**src/hw/rtl/assert_macros.svh**
```systemverilog
// Assertion macros used by the transmitter top level.
`ifndef ASSERT_MACROS_SVH
`define ASSERT_MACROS_SVH
`ifndef SYNTHESIS
`define PILT_ASSERT(label, clk, rstn, prop) \
    label: assert property (@(posedge clk) disable iff (!rstn) prop) \
        else $error("pilt assertion failed");
`define PILT_ASSERT_NEXT(label, clk, rstn, ante, cons) \
    label: assert property (@(posedge clk) disable iff (!rstn) (ante) |=> (cons)) \
        else $error("pilt assertion failed");
`else
`define PILT_ASSERT(label, clk, rstn, prop)
`define PILT_ASSERT_NEXT(label, clk, rstn, ante, cons)
`endif
`endif

```
**src/hw/rtl/pilt_pkg.sv**
```systemverilog
// Types, codes and reset constants of the pulse interval light transmitter.
package pilt_pkg;

    localparam int MSG_BYTES_DEFAULT = 256;

    localparam logic [1:0] OP_TICK    = 2'd0;
    localparam logic [1:0] OP_LOAD    = 2'd1;
    localparam logic [1:0] OP_RESTART = 2'd2;

    localparam logic [1:0] CFG_MESSAGE_LENGTH = 2'd0;
    localparam logic [1:0] CFG_ONE_INTERVAL   = 2'd1;
    localparam logic [1:0] CFG_ZERO_INTERVAL  = 2'd2;
    localparam logic [1:0] CFG_PREAMBLE_ONES  = 2'd3;

    localparam logic [8:0]  MESSAGE_LENGTH_RST = 9'd11;
    localparam logic [15:0] ONE_INTERVAL_RST   = 16'd130;
    localparam logic [15:0] ZERO_INTERVAL_RST  = 16'd60;
    localparam logic [4:0]  PREAMBLE_ONES_RST  = 5'd12;
    localparam logic [8:0]  MAX_LENGTH         = 9'd256;

    typedef struct packed {
        logic [1:0] opcode;
        logic [7:0] byte_address;
        logic [7:0] byte_value;
    } pilt_in_t;

    typedef struct packed {
        logic line_level;
        logic symbol_start;
        logic symbol_bit;
        logic frame_wrap;
    } pilt_out_t;

endpackage

```
**src/hw/rtl/pulse_interval_light_transmitter.sv**
```systemverilog
// Top level of the pulse interval light transmitter.
//
// Input channel s_*: one word per operation (tick, load message byte, restart
// frame). Result channel m_*: one word for every accepted input word, carrying
// the line level after the operation and the symbol start, symbol bit and
// frame wrap flags of that tick.
// m_valid rises in the cycle after acceptance. One word is taken per cycle
// while the receiver keeps up: the frame state sits in registers and the
// message bytes in one RAM whose read port follows the next byte position
// every cycle, with a forward path for a load to that same byte.
// Configuration writes on cfg_* are to be made by the user while idle; the
// block does not enforce this. Reset clears the frame position, the light
// phase, the countdown and the configuration to defaults; the message RAM
// holds no reset value and is not cleared. When the receiver stalls, the
// result holds in its output register and s_ready drops until it is taken.
`include "assert_macros.svh"

module pulse_interval_light_transmitter import pilt_pkg::*; #(
    parameter int MSG_BYTES = MSG_BYTES_DEFAULT
) (
    input  logic        aclk,
    input  logic        aresetn,
    input  logic        s_valid,
    output logic        s_ready,
    input  pilt_in_t    s_data,
    output logic        m_valid,
    input  logic        m_ready,
    output pilt_out_t   m_data,
    input  logic        cfg_write,
    input  logic [1:0]  cfg_index,
    input  logic [15:0] cfg_data
);

    localparam int AW = (MSG_BYTES > 1) ? $clog2(MSG_BYTES) : 1;

    logic [8:0]  msg_len_reg;
    logic [15:0] one_int_reg;
    logic [15:0] zero_int_reg;
    logic [4:0]  pre_ones_reg;

    logic [8:0]  pos_reg, pos_next;
    logic [2:0]  bit_pos_reg, bit_pos_next;
    logic [4:0]  pre_left_reg, pre_left_next;
    logic        phase_reg, phase_next;
    logic [15:0] cd_reg, cd_next;

    logic        fwd_valid_reg;
    logic [7:0]  fwd_data_reg;
    logic        m_valid_reg;
    pilt_out_t   m_data_reg, m_data_next;

    logic        accept;
    logic        wr_en;
    logic [AW-1:0] wr_addr;
    logic [AW-1:0] rd_addr;
    logic [7:0]  rd_data;
    logic [7:0]  cur_byte;
    logic [8:0]  len;
    logic        in_range;
    logic        bit_val;
    logic [15:0] interval;

    assign s_ready = !m_valid_reg || m_ready;
    assign accept  = s_valid && s_ready;
    assign m_valid = m_valid_reg;
    assign m_data  = m_data_reg;

    assign wr_en   = aresetn && accept && (s_data.opcode == OP_LOAD)
                     && (32'(s_data.byte_address) < MSG_BYTES);
    assign wr_addr = AW'(s_data.byte_address);
    assign rd_addr = aresetn ? AW'(pos_next) : '0;

    pilt_ram #(
        .WIDTH (8),
        .DEPTH (MSG_BYTES)
    ) u_msg_ram (
        .aclk    (aclk),
        .wr_en   (wr_en),
        .wr_addr (wr_addr),
        .wr_data (s_data.byte_value),
        .rd_addr (rd_addr),
        .rd_data (rd_data)
    );

    assign cur_byte = fwd_valid_reg ? fwd_data_reg : rd_data;
    assign len      = (msg_len_reg > MAX_LENGTH) ? MAX_LENGTH : msg_len_reg;
    assign in_range = (pos_reg < len) && (32'(pos_reg) < MSG_BYTES);

    always_comb begin
        pos_next      = pos_reg;
        bit_pos_next  = bit_pos_reg;
        pre_left_next = pre_left_reg;
        phase_next    = phase_reg;
        cd_next       = cd_reg;
        bit_val       = 1'b0;
        interval      = zero_int_reg;
        m_data_next   = '0;
        if (accept) begin
            case (s_data.opcode)
                OP_TICK: begin
                    if (cd_reg == 16'd0) begin
                        phase_next               = !phase_reg;
                        m_data_next.symbol_start = 1'b1;
                        if (pre_left_reg != 5'd0) begin
                            bit_val       = 1'b1;
                            pre_left_next = pre_left_reg - 5'd1;
                        end else begin
                            bit_val = in_range && cur_byte[bit_pos_reg];
                            if (bit_pos_reg == 3'd0) begin
                                if ({1'b0, pos_reg} >= ({1'b0, len} + 10'd1)) begin
                                    pos_next               = '0;
                                    bit_pos_next           = 3'd7;
                                    pre_left_next          = pre_ones_reg;
                                    m_data_next.frame_wrap = 1'b1;
                                end else begin
                                    pos_next     = pos_reg + 9'd1;
                                    bit_pos_next = 3'd7;
                                end
                            end else begin
                                bit_pos_next = bit_pos_reg - 3'd1;
                            end
                        end
                        interval = bit_val ? one_int_reg : zero_int_reg;
                        cd_next  = (interval == 16'd0) ? 16'd0 : interval - 16'd1;
                    end else begin
                        cd_next = cd_reg - 16'd1;
                    end
                end
                OP_RESTART: begin
                    pos_next      = '0;
                    bit_pos_next  = 3'd7;
                    pre_left_next = pre_ones_reg;
                end
                default: begin
                end
            endcase
            m_data_next.symbol_bit = bit_val;
        end
        m_data_next.line_level = phase_next;
    end

    always_ff @(posedge aclk) begin
        if (!aresetn) begin
            msg_len_reg   <= MESSAGE_LENGTH_RST;
            one_int_reg   <= ONE_INTERVAL_RST;
            zero_int_reg  <= ZERO_INTERVAL_RST;
            pre_ones_reg  <= PREAMBLE_ONES_RST;
            pos_reg       <= '0;
            bit_pos_reg   <= 3'd7;
            pre_left_reg  <= PREAMBLE_ONES_RST;
            phase_reg     <= 1'b0;
            cd_reg        <= '0;
            fwd_valid_reg <= 1'b0;
            m_valid_reg   <= 1'b0;
        end else begin
            if (cfg_write) begin
                case (cfg_index)
                    CFG_MESSAGE_LENGTH: msg_len_reg  <= cfg_data[8:0];
                    CFG_ONE_INTERVAL:   one_int_reg  <= cfg_data;
                    CFG_ZERO_INTERVAL:  zero_int_reg <= cfg_data;
                    CFG_PREAMBLE_ONES:  pre_ones_reg <= cfg_data[4:0];
                    default: begin
                    end
                endcase
            end
            pos_reg       <= pos_next;
            bit_pos_reg   <= bit_pos_next;
            pre_left_reg  <= pre_left_next;
            phase_reg     <= phase_next;
            cd_reg        <= cd_next;
            fwd_valid_reg <= wr_en && (wr_addr == rd_addr);
            if (accept) begin
                m_valid_reg <= 1'b1;
            end else if (m_ready) begin
                m_valid_reg <= 1'b0;
            end
        end
    end

    always_ff @(posedge aclk) begin
        fwd_data_reg <= s_data.byte_value;
        if (accept) begin
            m_data_reg <= m_data_next;
        end
    end

    `PILT_ASSERT_NEXT(a_idle_op_holds, aclk, aresetn,
        accept && s_data.opcode != OP_TICK, $stable(cd_reg) && $stable(phase_reg))
    `PILT_ASSERT_NEXT(a_toggle_on_zero, aclk, aresetn,
        accept && s_data.opcode == OP_TICK && cd_reg == 16'd0,
        phase_reg != $past(phase_reg))
    `PILT_ASSERT(a_bits_after_preamble, aclk, aresetn,
        bit_pos_reg != 3'd7 |-> pre_left_reg == 5'd0)
    `PILT_ASSERT(a_fwd_from_write, aclk, aresetn,
        fwd_valid_reg |-> $past(wr_en))
    `PILT_ASSERT_NEXT(a_result_follows, aclk, aresetn,
        accept, m_valid_reg && m_data_reg.line_level == phase_reg)

endmodule

```
**src/hw/rtl/pilt_ram.sv**
```systemverilog
// Generic single-write, single-read RAM with registered read data.
module pilt_ram import pilt_pkg::*; #(
    parameter int WIDTH = 8,
    parameter int DEPTH = MSG_BYTES_DEFAULT,
    localparam int AW = (DEPTH > 1) ? $clog2(DEPTH) : 1
) (
    input  logic             aclk,
    input  logic             wr_en,
    input  logic [AW-1:0]    wr_addr,
    input  logic [WIDTH-1:0] wr_data,
    input  logic [AW-1:0]    rd_addr,
    output logic [WIDTH-1:0] rd_data
);

    logic [WIDTH-1:0] mem [DEPTH];
    logic [WIDTH-1:0] rd_data_reg;

    always_ff @(posedge aclk) begin
        if (wr_en) begin
            mem[wr_addr] <= wr_data;
        end
        rd_data_reg <= mem[rd_addr];
    end

    assign rd_data = rd_data_reg;

endmodule
```
**config.mk**
```make
export PLATFORM = sky130hd
export DESIGN_NAME = pulse_interval_light_transmitter
export DESIGN_NICKNAME = d
export VERILOG_FILES = /design/src/hw/rtl/pilt_pkg.sv /design/src/hw/rtl/pulse_interval_light_transmitter.sv /design/src/hw/rtl/pilt_ram.sv
export VERILOG_INCLUDE_DIRS = /design/src /design/src/hw/rtl
export SDC_FILE = /design/constraint.sdc
export NUM_CORES = 2
export LEC_CHECK = 0
export ABC_AREA = 0
export CAP_MARGIN = 15
export CORE_MARGIN = 3
export CORE_UTILIZATION = 42
export CTS_CLUSTER_SIZE = 16
export DETAILED_ROUTE_END_ITERATION = 10
export DONT_BUFFER_PORTS = 1
export SETUP_SLACK_MARGIN = 0.2
export SYNTH_ARGS = -nofsm -noshare
export SYNTH_HDL_FRONTEND = slang
export SYNTH_HIERARCHICAL = 1
export SYNTH_SLANG_ARGS = --single-unit
```
**constraint.sdc**
```tcl
create_clock -name aclk -period 6.45 [get_ports aclk]
set_clock_uncertainty 0.2 [all_clocks]
set_input_delay 0.645 -clock aclk [delete_from_list [all_inputs] [get_ports aclk]]
set_output_delay 0.645 -clock aclk [all_outputs]
set_load 0.005 [all_outputs]
```
==> key figures <==
Status
  • Status: finished, final reports clean

Finish
  • Number of flip-flops in the largest register: 2048
  • Fraction of layout cells with a size suffix above 1: 20.8%
  • Area Growth Syn to Fin: 13.3%
  • Finished Layout Cells: 7458
  • Most flops, register: u_msg_ram/mem
  • Fin area: 96600 sq um
  • Final Core Density: 48.1%
  • Nets@finish: 4688

Synthesis
  • Post-synthesis cell type count: 84
  • Synth warn: 6
  • EDFF count, synth: 2052
  • Seq/Total Area, Yosys: 74.6%
  • Async set-or-reset flop fraction in the synthesized netlist: 0%
  • Register bit total from synthesis: 2150
  • Cell area after synthesis: 85200 sq um
  • Syn Inst Count: 4459
  • Post-synth top flop: edfxtp_1
  • Post-synth net total: 4526
  • Syn_area_per_cell: 19.1 sq um

Flow run
  • Max-Cap Viols: 0

Global routing
  • Vias in the first global route: 44.1k
  • GRT Total Usage: 21.3%
  • Pin count of the biggest net entering global routing: 258
  • Grt ovf: 0
  • Initial antenna violation count: 15
  • Global-route wire length before repair: 325 mm

Power
  • Leak: 28.9 nW
  • Total Power: 0.0281 W
  • Clock Power Share: 43.5%
  • VDD IR max: 255 uV
  • Seq pwr share: 54.5%
  • Sw Ratio: 20.4%
  • Sw power: 0.00573 W
  • PwrDens: 291 nW/um^2
  • Combinational power share: 2.0%
  • Internal Pwr Total: 0.0224 W

Placed design
  • Setup WS pre-CTS: -320 ps
  • Placed instance area: 88600 sq um
  • # port buffers: 0
  • GPL Wtd Cong: 0.866
  • DP HPWL: 131 mm
  • Cell total after placement: 7006

Drt
  • Met3 WL: 19.1 mm
  • Vias post-DR: 45.0k
  • Max Used Layer: met5
  • Met2 Wirelength: 105 mm
  • Pre-Repair DR Iteration Count: 7
  • WL final: 224 mm
  • Routed WL per cell: 30.1 microns
  • Via density: 6.03
  • Post-Route M1 WL: 94.2 mm
  • Detail Route Antenna Nets: 0
  • DRT iter0 DRCs: 5212
  • DR DRC count: 0

Floorplan
  • Die W: 457 microns
  • Num rows: 164
  • Die area: 208000 sq um
  • Core Region: 201000 sq um
  • Die Height: 457 microns
  • Initial Util: 42.5%
  • Number of placed I/O pins: 47

Worst setup path
  • Slowest stage cell, crit path: mux4_2
  • Data arrival time of the worst path: 6600 ps
  • Crit path largest cell delay: 590 ps
  • CP Class: register to register
  • Cell mode on critical path: buf_4
  • Crit path max fanout: 18
  • Crit-path cells: clkinv_1 -> buf_4 -> nand2_1 -> nor3_1 -> nand3_1 -> xnor2_1 -> ha_1 -> o21ai_0 -> a21o_1 -> o311ai_4 -> buf_4 -> or3_1 -> nand2_8 -> buf_12 -> buf_4 -> mux4_2 -> mux4_2 -> nor2_1 -> a2111oi_0 -> nor3_1 -> buf_4 -> nor4_2
  • Worst setup SP type: register
  • CP Capture Type: register
  • CP Data Required Time: 6980 ps

Timing
  • Fmax: 0.165 GHz
  • Final setup violation count: 0
  • RSZ-0062 raised after global routing: yes
  • Setup WS post-layout: 378 ps
  • Hold Vio Cnt, Final: 0
  • Normalized max-slew margin: 2.56%
  • Slew Limit Fails: 0
  • Slew @ Worst Pin: 1460 ps
  • Fin crit share: 94.1%
  • Crit path time final: 6070 ps

CTS
  • Maximum clock insertion buffer count: 3
  • Clock sink count: 2150
  • Clk slew on worst S/H paths: 70 ps
  • Total CTS buffers: 212
  • Root Driver: clkbuf_16
  • H-tree Lvls: 4
  • Clk_lat worst skew: 850 ps
  • TritonCTS clock tree: yes

Min path
  • HP Class: input pin to register
[cell type report]
| class | count | area [sq um] |
|---|---|---|
| timing repair buffer | 209 | 2350 |
| sequential | 2150 | 63600 |
| clock buffer | 258 | 5500 |
| antenna | 5 | 12.5 |
| tap | 2656 | 3320 |
| clock inverter | 132 | 1410 |
| inverter | 20 | 75.1 |
| multi-input combinational | 2028 | 20400 |
| fill | 16363 | 104000 |
[cell families (layout without fill, tap and decap cells)]
group / after synthesis / in the layout / share of synthesized area (%)
buffers and inverters: 281 / 619 / 1.92
XOR/XNOR: 36 / 36 / 0.370
other: 0 / 5 / 0
AND/OR/NAND/NOR: 814 / 814 / 4.44
adder cells (fa/ha/maj): 26 / 26 / 0.382
flip-flops: 2150 / 2150 / 74.6
AO/OA/AOI/OAI: 531 / 531 / 4.24
multiplexers: 621 / 621 / 14.1
[power by group through the flow]
stage	Clock (W)	Combinational [W]	Sequential (W)
after floorplan	0	0.000205	0.0156
after global placement	0	0.000282	0.0156
after detailed placement	0	0.000286	0.0156
after CTS	0.0125	0.000564	0.0153
after global routing	0.0131	0.000619	0.0153
final	0.0122	0.000564	0.0153
[worst paths after layout]
path,from,end,cells past startpoint,slack (ps)
setup / recovery,msg_len_reg[8]$_SDFFE_PN0P_,u_msg_ram/rd_data[2]$_DFF_P_,22,380
hold / removal,cfg_index[1],pre_ones_reg[4]$_SDFFE_PN0P_,3,60
setup reg to reg,msg_len_reg[8]$_SDFFE_PN0P_,u_msg_ram/rd_data[2]$_DFF_P_,22,380
hold reg to reg,pre_ones_reg[4]$_SDFFE_PN0P_,pre_left_reg[4]$_SDFFE_PN0P_,2,280
[layer usage]
layer	GRT usage (%)	vias up
met1	30.9	23924
li1	-	18630
met4	6.02	4
met2	32.7	2119
met5	0	-
met3	4.49	327
[layout by cell type (no fill, tap or decap), types with 29 or more instances in the layout]
cell,n
nand2_1,164
o21ai_0,36
mux4_2,458
clkinv_1,53
dlygate4sd3_1,36
a22oi_1,133
clkbuf_16,216
a21oi_1,157
buf_4,122
nor3_1,43
mux2i_1,158
clkinv_2,37
edfxtp_1,2052
clkbuf_1,45
nor2b_1,35
o22ai_1,29
o221ai_1,47
dfxtp_1,98
nand3_1,62
nor2_1,345
[cells in the mapped netlist, types with 47 or more instances]
| cell type | n | area, sq um |
|---|---|---|
| edfxtp_1 | 2052 | 61600 |
| mux4_2 | 458 | 10300 |
| nor2_1 | 351 | 1320 |
| nand2_1 | 165 | 619 |
| a21oi_1 | 158 | 791 |
| mux2i_1 | 158 | 1580 |
| clkbuf_1 | 136 | 510 |
| a22oi_1 | 134 | 1010 |
| dfxtp_1 | 98 | 1960 |
| nand3_1 | 68 | 340 |
| nor3_1 | 50 | 250 |
| o221ai_1 | 47 | 412 |
[worst max-delay path, delay by kind of cell (launching register included)]
kind	cells	cell delay (ps)
buffers and inverters	6	1110
multiplexers	2	950
AO/OA/AOI/OAI	4	810
adder cells (fa/ha/maj)	1	250
XOR/XNOR	1	170
AND/OR/NAND/NOR	8	2040
flip-flops	1	350
[stage by stage]
| step | TNS, ps | hold WS (ps) |
|---|---|---|
| floorplan | 0 | 233 |
| global placement | -619 | 259 |
| detailed placement | -668 | 271 |
| CTS | 0 | 3.28 |
| global route | 0 | 60.0 |
| finish | 0 | 64.3 |
[timing repair]
item                        CTS  global route
setup endpoints to repair     7             8
cloned                        0             3
resized for setup            15            24
hold endpoints to repair   2083            56
hold buffers                 46             2
setup buffers                 0             3
pin swaps                     2             6
Note: power is estimated with default switching activity, not from simulation.
